File: src/rtl/pws_pkg.sv
// Shared types and constants for the perspective warp sampler.
// No dependencies; imported by every module of the block.
`timescale 1ns / 1ps
`default_nettype none

package pws_pkg;

  localparam int CFG_IDX_W  = 3;
  localparam int CFG_DATA_W = 64;
  localparam int COEF_W     = 32;
  localparam int SIZE_W     = 13;
  localparam int MODE_W     = 2;

  // configuration register indexes
  localparam logic [CFG_IDX_W-1:0] REG_AFFINE_ROW0 = 3'd0;
  localparam logic [CFG_IDX_W-1:0] REG_OFFSET_X    = 3'd1;
  localparam logic [CFG_IDX_W-1:0] REG_AFFINE_ROW1 = 3'd2;
  localparam logic [CFG_IDX_W-1:0] REG_OFFSET_Y    = 3'd3;
  localparam logic [CFG_IDX_W-1:0] REG_PERSP_PAIR  = 3'd4;
  localparam logic [CFG_IDX_W-1:0] REG_SRC_WIDTH   = 3'd5;
  localparam logic [CFG_IDX_W-1:0] REG_SRC_HEIGHT  = 3'd6;
  localparam logic [CFG_IDX_W-1:0] REG_SAMPLE_MODE = 3'd7;

  // sample_mode bits
  localparam int MODE_BILINEAR = 0;
  localparam int MODE_WIDE     = 1;

  // token travelling with each transaction down the pipe
  typedef struct packed {
    logic valid;
    logic ok;     // w > 0, both numerators non-negative, quotients below 2^COORD_BITS
  } pws_tok_t;

endpackage

`default_nettype wire

File: src/rtl/pws_back.sv
// Back end: bound test, rounding or fraction split, and the output register.
// Depends on pws_pkg; fed by the last divider cell.
`timescale 1ns / 1ps
`default_nettype none

module pws_back #(
  parameter int C  = 12,
  parameter int F  = 8,
  parameter int QB = C + F
) (
  input  logic                              clk_i,
  input  logic                              rst_ni,
  input  pws_pkg::pws_tok_t                 tok_i,
  output logic                              rdy_o,
  input  logic [QB-1:0]                     qx_i,
  input  logic [QB-1:0]                     qy_i,
  input  logic [pws_pkg::SIZE_W-1:0]        width_i,
  input  logic [pws_pkg::SIZE_W-1:0]        height_i,
  input  logic [pws_pkg::MODE_W-1:0]        mode_i,
  output logic                              out_valid_o,
  input  logic                              out_stall_i,
  output logic                              inside_o,
  output logic [C-1:0]                      src_x_o,
  output logic [C-1:0]                      src_y_o,
  output logic [F-1:0]                      frac_x_o,
  output logic [F-1:0]                      frac_y_o
);
  import pws_pkg::*;

  localparam int SXW = (SIZE_W > C + 1) ? SIZE_W : C + 1;
  localparam logic [C:0] LIM = {1'b1, {C{1'b0}}};

  logic          v_q, in_q;
  logic [C-1:0]  sx_q, sy_q;
  logic [F-1:0]  fx_q, fy_q;
  logic [C+F:0]  ax, ay;
  logic          in_d;

  // returns {inside, coord, frac} for one axis
  function automatic logic [C+F:0] map_axis(input logic [QB-1:0] q,
                                            input logic [SIZE_W-1:0] size,
                                            input logic [MODE_W-1:0] mode);
    logic [C:0]   sz, bound, qi, qr, top;
    logic [F-1:0] fr;
    logic         in;
    sz    = (SXW'(size) > SXW'(LIM)) ? LIM : (C+1)'(size);
    bound = mode[MODE_WIDE] ? sz : ((sz != '0) ? sz - 1'b1 : '0);
    qi    = {1'b0, q[QB-1:F]};
    fr    = q[F-1:0];
    in    = (qi < bound);
    top   = sz - 1'b1;
    qr    = qi + (C+1)'(fr[F-1]);   // half rounds up
    if (qr > top) qr = top;
    if (mode[MODE_BILINEAR]) begin
      return {in, qi[C-1:0], fr};
    end else begin
      return {in, qr[C-1:0], {F{1'b0}}};
    end
  endfunction

  assign ax   = map_axis(qx_i, width_i, mode_i);
  assign ay   = map_axis(qy_i, height_i, mode_i);
  assign in_d = tok_i.ok && ax[C+F] && ay[C+F];

  assign rdy_o = !v_q || !out_stall_i;

  always_ff @(posedge clk_i or negedge rst_ni) begin
    if (!rst_ni) begin
      v_q <= 1'b0;
    end else if (rdy_o) begin
      v_q <= tok_i.valid;
    end
  end

  always_ff @(posedge clk_i) begin
    if (rdy_o && tok_i.valid) begin
      in_q <= in_d;
      sx_q <= in_d ? ax[C+F-1:F] : '0;
      sy_q <= in_d ? ay[C+F-1:F] : '0;
      fx_q <= in_d ? ax[F-1:0] : '0;
      fy_q <= in_d ? ay[F-1:0] : '0;
    end
  end

  assign out_valid_o = v_q;
  assign inside_o    = in_q;
  assign src_x_o     = sx_q;
  assign src_y_o     = sy_q;
  assign frac_x_o    = fx_q;
  assign frac_y_o    = fy_q;

endmodule

`default_nettype wire

File: config.mk
export PLATFORM = sky130hd
export DESIGN_NAME = pws_back
export DESIGN_NICKNAME = d
export VERILOG_FILES = /design/src/rtl/pws_pkg.sv /design/src/rtl/pws_back.sv
export SDC_FILE = /design/constraint.sdc
export NUM_CORES = 1
export LEC_CHECK = 0
export ABC_AREA = 1
export ABC_CLOCK_PERIOD_IN_PS = 9050
export BUFFER_PORTS_ARGS = -buffer_cell sky130_fd_sc_hd__buf_2
export CAP_MARGIN = 15
export CORE_MARGIN = 3
export CORE_UTILIZATION = 50
export CTS_BUF_LIST = sky130_fd_sc_hd__clkbuf_4 sky130_fd_sc_hd__clkbuf_8 sky130_fd_sc_hd__clkbuf_16
export DETAILED_ROUTE_END_ITERATION = 16
export PLACE_DENSITY = 0.76
export SETUP_SLACK_MARGIN = 0.5
export SYNTH_ARGS = -nofsm -noshare
export SYNTH_HDL_FRONTEND = slang
export SYNTH_SLANG_ARGS = --single-unit
File: constraint.sdc
create_clock -name clk_i -period 9.05 [get_ports clk_i]
set_input_delay 0.4525 -clock clk_i [delete_from_list [all_inputs] [get_ports clk_i]]
set_output_delay 0.4525 -clock clk_i [all_outputs]
set_load 0.03 [all_outputs]
==> metrics.yaml <==
placement:
  gp_congestion: 0.8995
  placed_cell_area_um2: 5333
  io_buffers: 115
  post-place-ws_ns: 4.138
  dp.final_hpwl_um: 9780
layout:
  final_cell_mix: "nand2_1, buf_2, inv_1"
  final_common_cell: "nand2_1"
  multi_input_area_um2: 2968
  regArea_um2: 1256
  final_area_um2: 5428
  fin_util: 0.6076
  fin_nets: 890
  syn_to_final_growth_pct: 15.62
  fillCellCount: 839
  diodes: 0
  layout-drive-gt1-share: 0.1982
worst_setup_path:
  path_max_fanout: 13
  r2r_slack_ns: 7.67
  end_kind: "register"
  timing.rr.start: "out_valid_o"
  r2r_end: "frac_x_o[0]"
  cp-start-kind: "input port"
  worstPathArrival_ns: 4.71
  critPathKind: "input port to register"
  worst_r2r_path_depth: 2
  worstPathRequired_ns: 9.08
detailed_routing:
  drc: 0
  vias_per_cell: 5.277
  drtPass1Iterations: 5
  drt_wl_total_um: 11620
  routedWlPerCell_um: 13.35
  vias: 4591
  drt_iter0_markers: 290
  antenna_left: 0
die:
  core_um2: 8934
  dieHeight_um: 102.9
  die_area_um2: 10590
  io_pins: 116
  die_x_um: 102.9
  num_rows: 34
  start_util: 0.5255
synthesis:
  async_flop_share: 0.02381
  synth_ff_type: "edfxtp_1"
  syn-num-nets: 783
  ys_types: 46
  synth_area_um2: 4695
  synth_edf_count: 41
  yosysSeqAreaShare: 0.2676
  ys_warn_count: 0
  synthCells: 654
  ys_seq_elements: 42
  syn_avg_cell_area_um2: 7.178
cts:
  cts_buffers: 5
  cts_num_sinks: 42
  clock-root-buffer: "clkbuf_8"
  clock_latency_ns: 0.28
  postCtsSetupBuffers: 0
  clkTransAtPathRegs_ns: 0.07
  clk_path_buf_depth: 2
  cts_max_level: 2
  cts_tree: "yes"
global_routing:
  grt_overflow: 0
  antenna_found_initial: 0
  grt_use_total: 0.2172
  grt_pass1_vias: 4100
  grt_pass1_wl_um: 18710
  grt_max_degree: 42
power:
  irDropWorstVdd_mv: 0.06067
  finalPower_mw: 0.6186
  p_leak_nw: 2.779
  power_density_nw_per_um2: 114.0
timing:
  skew_ns: 0.004991
  fin_crit_sh: 0.5173
  worst_slack_ns: 4.368
  tightest_slew_ns: 0.9247
  finalHoldViolations: 0
  period_needed_ns: 4.682
  maxSlewViolCount: 0
  clock.fmax_ghz: 0.2136
  slew-limit-headroom: 0.3835
  rsz0062_at_grt: "false"
  setup_viol: 0
  fin_tns_setup_ns: 0
min_path:
  whs_endpoint: "out_valid_o"
  holdCritPathClass: "input port to register"
  hold_start: "tok_i[1]"
  min_delay_path_depth: 3
flow_run:
  drv_cap: 0
status:
  status: "complete, no violations"
[through the flow]
step	std cells	hold slack (ns)
floorplan	654	0.1569
global placement	861	0.2266
detailed placement	861	0.2283
CTS	870	0.3918
global route	870	0.4013
finish	870	0.3994
[area by class of cell]
| cell class | instances | area share |
|---|---|---|
| inverters | 102 | 0.07054 |
| multi-input cells | 492 | 0.5468 |
| flip-flops and latches | 42 | 0.2314 |
| repair buffers | 118 | 0.1106 |
| well taps | 108 | 0.02490 |
| clock buffers | 6 | 0.01406 |
| clock inverters | 2 | 0.001614 |
[worst max-delay path: stages]
cell and delay [ns]:
buf_2 0.12, nor2_1 0.14, nand2_1 0.07, nor2_1 0.10, nand2_1 0.05, nand2_1 0.24
nand2_1 0.27, ha_1 0.30, nand2_1 0.15, nor2_1 0.09, nand2_1 0.08, xor2_1 0.22
inv_1 0.10, ha_1 0.30, nand2_1 0.09, nor4_1 0.24, o21ai_0 0.12, a21oi_1 0.73
inv_1 0.42, nand2_1 0.15, o211ai_1 0.08, o21ai_0 0.12, nor2_1 0.08
[metal layers]
metal / vias up / share of wire / track usage
met5: - / 0 / 0
met4: 0 / 0.016 / 0.05976
met3: 12 / 0.068 / 0.01827
met2: 156 / 0.42 / 0.3370
met1: 2038 / 0.50 / 0.3237
li1: 2385 / - / -
[how the worst max path moves through the flow]
stage	start	end	slack, ns	depth (start not counted)
global route	height_i[4]	src_y_o[2]	3.90	23
finish	height_i[4]	src_y_o[7]	4.37	23
CTS	height_i[4]	src_y_o[7]	4.44	23
detailed placement	height_i[4]	src_y_o[7]	4.14	23
floorplan	height_i[4]	src_y_o[8]	5.47	24
global placement	height_i[4]	src_y_o[1]	4.37	23
[cells in the mapped netlist, types with 11 or more instances]
cell      instances  area [um2]
nand2_1         134       503.0
nand4_1          11       68.82
nor2_1           84       315.3
clkbuf_1         12       45.04
inv_1            99       371.6
ha_1             56       700.7
o21ai_0          42       210.2
xor2_1           35       306.5
o211ai_1         11       82.58
nand3_1          22       110.1
edfxtp_1         41        1231
a21oi_1          30       150.1
[state kept, by name, summed over array words and instances, names as in the netlist]
| signal | count |
|---|---|
| frac_y_o | 8 |
| src_x_o | 12 |
| inside_o | 1 |
| out_valid_o | 1 |
| frac_x_o | 8 |
| src_y_o | 12 |
[cells by family (layout without fill, tap and decap cells)]
family | Yosys count | in the layout | synth area share
and+or+nand+nor | 285 | 285 | 0.2695
buffers and inverters | 120 | 228 | 0.1026
AOI/OAI and AO/OA | 115 | 115 | 0.1439
adders and majority gates | 56 | 56 | 0.1493
DFF | 42 | 42 | 0.2676
xor gates and xnor gates | 36 | 36 | 0.06716
[what timing repair did]
action | in CTS | in global routing
hold buffers | 1 | 0
hold endpoints to repair | 1 | 0
resized for setup | 0 | 0
setup endpoints to repair | 0 | 0
[power breakdown]
part | internal [mW] | total [mW] | switching [mW]
logic | 0.0926 | 0.273 | 0.181
clock network | 0.0559 | 0.112 | 0.0561
registers | 0.230 | 0.233 | 0.00302
total | 0.379 | 0.619 | 0.240
No activity file was read; power rests on OpenSTA's default activity.
