$ cat src/rtl/pws_pkg.sv
// Shared types and constants for the perspective warp sampler.
// No dependencies; imported by every module of the block.
`timescale 1ns / 1ps
`default_nettype none

package pws_pkg;

  localparam int CFG_IDX_W  = 3;
  localparam int CFG_DATA_W = 64;
  localparam int COEF_W     = 32;
  localparam int SIZE_W     = 13;
  localparam int MODE_W     = 2;

  // configuration register indexes
  localparam logic [CFG_IDX_W-1:0] REG_AFFINE_ROW0 = 3'd0;
  localparam logic [CFG_IDX_W-1:0] REG_OFFSET_X    = 3'd1;
  localparam logic [CFG_IDX_W-1:0] REG_AFFINE_ROW1 = 3'd2;
  localparam logic [CFG_IDX_W-1:0] REG_OFFSET_Y    = 3'd3;
  localparam logic [CFG_IDX_W-1:0] REG_PERSP_PAIR  = 3'd4;
  localparam logic [CFG_IDX_W-1:0] REG_SRC_WIDTH   = 3'd5;
  localparam logic [CFG_IDX_W-1:0] REG_SRC_HEIGHT  = 3'd6;
  localparam logic [CFG_IDX_W-1:0] REG_SAMPLE_MODE = 3'd7;

  // sample_mode bits
  localparam int MODE_BILINEAR = 0;
  localparam int MODE_WIDE     = 1;

  // token travelling with each transaction down the pipe
  typedef struct packed {
    logic valid;
    logic ok;     // w > 0, both numerators non-negative, quotients below 2^COORD_BITS
  } pws_tok_t;

endpackage

`default_nettype wire

$ cat src/rtl/pws_div_cell.sv
// One cell of the divider chain: one restoring quotient bit for both axes.
// Depends on pws_pkg. Cells are chained, one per quotient bit.
`timescale 1ns / 1ps
`default_nettype none

module pws_div_cell #(
  parameter int DW = 46,
  parameter int RW = DW + 1,
  parameter int QB = 20
) (
  input  logic              clk_i,
  input  logic              rst_ni,
  input  pws_pkg::pws_tok_t tok_i,
  output logic              rdy_o,
  input  logic [DW-1:0]     den_i,
  input  logic [RW-1:0]     rx_i,
  input  logic [RW-1:0]     ry_i,
  input  logic [QB-1:0]     lx_i,
  input  logic [QB-1:0]     ly_i,
  input  logic [QB-1:0]     qx_i,
  input  logic [QB-1:0]     qy_i,
  input  logic              rdy_i,
  output pws_pkg::pws_tok_t tok_o,
  output logic [DW-1:0]     den_o,
  output logic [RW-1:0]     rx_o,
  output logic [RW-1:0]     ry_o,
  output logic [QB-1:0]     lx_o,
  output logic [QB-1:0]     ly_o,
  output logic [QB-1:0]     qx_o,
  output logic [QB-1:0]     qy_o
);
  import pws_pkg::*;

  logic          v_q, ok_q;
  logic [DW-1:0] den_q;
  logic [RW-1:0] rx_q, ry_q, rx_d, ry_d;
  logic [QB-1:0] lx_q, ly_q, qx_q, qy_q, qx_d, qy_d;

  // shift in the next numerator bit, subtract the divisor if it fits
  function automatic logic [RW:0] div_step(input logic [RW-1:0] r, input logic nb,
                                           input logic [DW-1:0] d);
    logic [RW-1:0] t;
    logic          ge;
    t  = {r[RW-2:0], nb};
    ge = (t >= {1'b0, d});
    return {ge, ge ? (t - {1'b0, d}) : t};
  endfunction

  assign rdy_o = !v_q || rdy_i;

  always_comb begin
    logic [RW:0] sx, sy;
    sx   = div_step(rx_i, lx_i[QB-1], den_i);
    sy   = div_step(ry_i, ly_i[QB-1], den_i);
    rx_d = sx[RW-1:0];
    ry_d = sy[RW-1:0];
    qx_d = {qx_i[QB-2:0], sx[RW]};
    qy_d = {qy_i[QB-2:0], sy[RW]};
  end

  always_ff @(posedge clk_i or negedge rst_ni) begin
    if (!rst_ni) begin
      v_q <= 1'b0;
    end else if (rdy_o) begin
      v_q <= tok_i.valid;
    end
  end

  always_ff @(posedge clk_i) begin
    if (rdy_o && tok_i.valid) begin
      ok_q  <= tok_i.ok;
      den_q <= den_i;
      rx_q  <= rx_d;
      ry_q  <= ry_d;
      lx_q  <= {lx_i[QB-2:0], 1'b0};
      ly_q  <= {ly_i[QB-2:0], 1'b0};
      qx_q  <= qx_d;
      qy_q  <= qy_d;
    end
  end

  assign tok_o = '{valid: v_q, ok: ok_q};
  assign den_o = den_q;
  assign rx_o  = rx_q;
  assign ry_o  = ry_q;
  assign lx_o  = lx_q;
  assign ly_o  = ly_q;
  assign qx_o  = qx_q;
  assign qy_o  = qy_q;

endmodule

`default_nettype wire

$ cat config.mk
export PLATFORM = sky130hd
export DESIGN_NAME = pws_div_cell
export DESIGN_NICKNAME = d
export VERILOG_FILES = /design/src/rtl/pws_pkg.sv /design/src/rtl/pws_div_cell.sv
export SDC_FILE = /design/constraint.sdc
export NUM_CORES = 1
export LEC_CHECK = 0
export ABC_AREA = 0
export ABC_CLOCK_PERIOD_IN_PS = 7400
export BUFFER_PORTS_ARGS = -buffer_cell sky130_fd_sc_hd__buf_2
export CAP_MARGIN = 20
export CORE_ASPECT_RATIO = 0.9
export CORE_MARGIN = 5
export CORE_UTILIZATION = 45
export DETAILED_ROUTE_END_ITERATION = 12
export PLACE_DENSITY = 0.85
export SYNTH_ARGS = -nofsm -noshare
export SYNTH_HDL_FRONTEND = slang
export SYNTH_SLANG_ARGS = --single-unit
$ cat constraint.sdc
create_clock -name clk_i -period 7.4 [get_ports clk_i]
set_input_delay 1.48 -clock clk_i [delete_from_list [all_inputs] [get_ports clk_i]]
set_output_delay 1.48 -clock clk_i [all_outputs]
set_load 0.005 [all_outputs]
==> metrics <==
status complete, no violations; Clock Pin Slew Worst Setup and Hold Paths 0.06 ns; CP endpoint kind flop; vias per cell 5.55; min Tclk post-route 4.80 ns; asr flop ratio synth 0.00455; Cell variety after synth 78; CTS tree done; Slew HR 0.319; final hold vios 0; dpl ws 2.10 ns; DRC 0; Synth Area in Adders 0.0902; via count 11535; xor and xnor area share after synthesis 0.0524; pwr dens 219 mW/mm2; GRT Util Overall 0.239; WS Path Type in2reg; largest family of logic cells by synthesized area compound AO/OA/AOI/OAI gates; TritonRoute pass-1 iters 6; Slew Limit Fails 0; Seq/Total Area, Yosys 0.500; top_reg_cell synth edfxtp_1; Non-Filler Instances 2079; post-synthesis compound-gate area fraction 0.192; RSZ-0062 raised after global routing false; worst min path class reg2reg; vias in the first global route 11044; largest net degree at the start of global routing 86; H-Tree Depth 1; Final period util 0.649; Final Core Density 0.570; Cell Area, Synth 0.0132 mm2; Die Wd 191 um; # rows 59; final setup TNS 0 ns; Post-synth EDFFs 219; initial antenna violation count 11; DRT antenna net count 0; Post-Route WL 42.2 mm; clk buf depth 3; CP Max Fanout 64; Die Area 0.0329 mm2; clk_lat worst skew 0.53 ns; Ys Warns 0; placed cell count 2030; cts bufs inserted 24; Hold WS 0.544 ns; Worst Clk Skew 0.0110 ns; CP Launch Type input port; Top Ports 448; hpwl dp 33.8 mm; Pleak 7.27 nW; Worst-Margin Slew 1.02 ns; root buffer cell clkbuf_16; Post-Syn Instances 1242; WP data arrival 5.07 ns; core area 0.0289 mm2; Peak Freq 208 MHz; setup violators final 0; cts-stage hold buffer count 0; first-pass GRT wire length 62.1 mm; nets 1979; Initial Util 0.456; max_cap viols 0; gr ovfl total 0; Clock Sinks 220; layout cells sized above 1 0.312; port bufs 441; initial DRC count 1010; GP Congestion 0.978; wire length per cell 20.3 um; WP data required 7.67 ns; Synth Area in Simple Gates 0.112; post-CTS setup buffers 0; maximum vdd drop 145 uV; area delta synth->final 25.0%; chip height 172 um; final setup margin 2.60 ns; Post-Syn Area per Cell 10.6 um2; post-synthesis mux area share 0.0118; FF+latch count, synth 220; CTS resizes 0
==> logic make-up after synthesis <==
kind of cell,count (synthesis)
AOI/OAI and AO/OA,387
other,1
DFF,220
and+or+nand+nor,312
muxes,14
xor gates and xnor gates,79
buffers and inverters,135
adders and majority gates,94
==> flip-flops by register name (all words and copies together) (netlist names) <==
register and flops:
qx_o 20, rx_o 47, lx_o 19, ok_q 1, qy_o 20, ry_o 47, v_q 1, ly_o 19
den_o 46
==> through the flow <==
step | total power [mW] | instance area [um2]
3_3_place_gp | 2.40 | 15700
6_report | 3.61 | 16500
2_1_floorplan | 2.11 | 13200
4_1_cts | 3.63 | 16500
3_5_place_dp | 2.41 | 15700
5_1_grt | 3.78 | 16500
==> worst max-delay path, cell delays in order <==
cell      delay (ns)
buf_2           0.12
inv_1           0.09
ha_1            0.47
nand4_1         0.22
nor4b_2         0.32
o311ai_1        0.19
o311ai_2        0.19
o31ai_4         0.15
o21ai_1         0.20
nand2_1         0.15
o21ai_4         0.43
buf_4           0.60
mux2_2          0.41
==> power by group <==
part           switching, mW  internal, mW  leakage [nW]
Sequential            0.0240          1.51          2.09
Clock                  0.476         0.733         0.386
Combinational          0.514         0.359          4.79
==> final cells by class <==
| type | count | area [um2] |
|---|---|---|
| timing repair buffer | 446 | 2240 |
| antenna | 8 | 20.0 |
| inverter | 80 | 300 |
| clock inverter | 13 | 175 |
| multi-input combinational | 888 | 6050 |
| sequential | 220 | 6600 |
| tap | 396 | 495 |
| fill | 2461 | 12400 |
| clock buffer | 28 | 616 |
==> cell usage after synthesis (all sizes together), types with 6 or more instances <==
| library cell | number | area (um2) |
|---|---|---|
| a21o | 56 | 422 |
| nor3 | 13 | 65.1 |
| a31oi | 12 | 105 |
| o21a | 13 | 97.6 |
| a211oi | 6 | 55.1 |
| and2 | 8 | 50.1 |
| edfxtp | 219 | 6580 |
| inv | 80 | 300 |
| xnor2 | 44 | 385 |
| ha | 92 | 1150 |
| o21ai | 68 | 363 |
| and3 | 11 | 68.8 |
| mux2 | 13 | 146 |
| buf | 21 | 124 |
| nor2b | 8 | 50.1 |
| nand3 | 17 | 85.1 |
| o21bai | 15 | 113 |
| nand4 | 28 | 175 |
| or3 | 6 | 37.5 |
| nand2 | 84 | 315 |
| a21oi | 157 | 801 |
| clkbuf | 34 | 129 |
| o31ai | 12 | 114 |
| xor2 | 35 | 307 |
| nor2 | 107 | 404 |
| nand2b | 11 | 68.8 |
==> final timing paths <==
check,startpoint,to,slack (ns),depth (start not counted)
setup reg to reg,v_q,ry_o[35],4.95,3
min in group asynchronous,rst_ni,v_q,0.72,1
max in group asynchronous,rst_ni,v_q,6.59,1
setup / recovery,den_i[18],ry_o[4],2.60,13
hold / removal,v_q,v_q,0.54,2
hold reg to reg,v_q,v_q,0.54,2
==> cell usage in the layout, fill, tap and decap left out, types with 5 or more instances in the layout <==
| cell | count |
|---|---|
| a21o_1 | 55 |
| a21oi_1 | 155 |
| a31oi_1 | 10 |
| and2_1 | 7 |
| and3_1 | 11 |
| and4_1 | 5 |
| buf_2 | 441 |
| buf_4 | 5 |
| clkbuf_16 | 24 |
| diode_2 | 8 |
| edfxtp_1 | 219 |
| ha_1 | 92 |
| inv_1 | 79 |
| mux2_2 | 13 |
| nand2_1 | 84 |
| nand2b_1 | 11 |
| nand3_1 | 17 |
| nand4_1 | 28 |
| nor2_1 | 106 |
| nor2b_1 | 8 |
| nor3_1 | 13 |
| o21a_1 | 13 |
| o21ai_0 | 58 |
| o21ai_1 | 6 |
| o21bai_1 | 15 |
| o221ai_1 | 5 |
| o22ai_1 | 5 |
| o31ai_1 | 9 |
| or3_1 | 6 |
| xnor2_1 | 44 |
| xor2_1 | 35 |
==> layer usage <==
layer | routed length, um | GRT usage
met1 | 16800 | 0.301
met2 | 20700 | 0.420
met4 | 1390 | 0.0824
met3 | 3290 | 0.0428
met5 | 39 | 0
No activity file was read; power rests on OpenSTA's default activity.
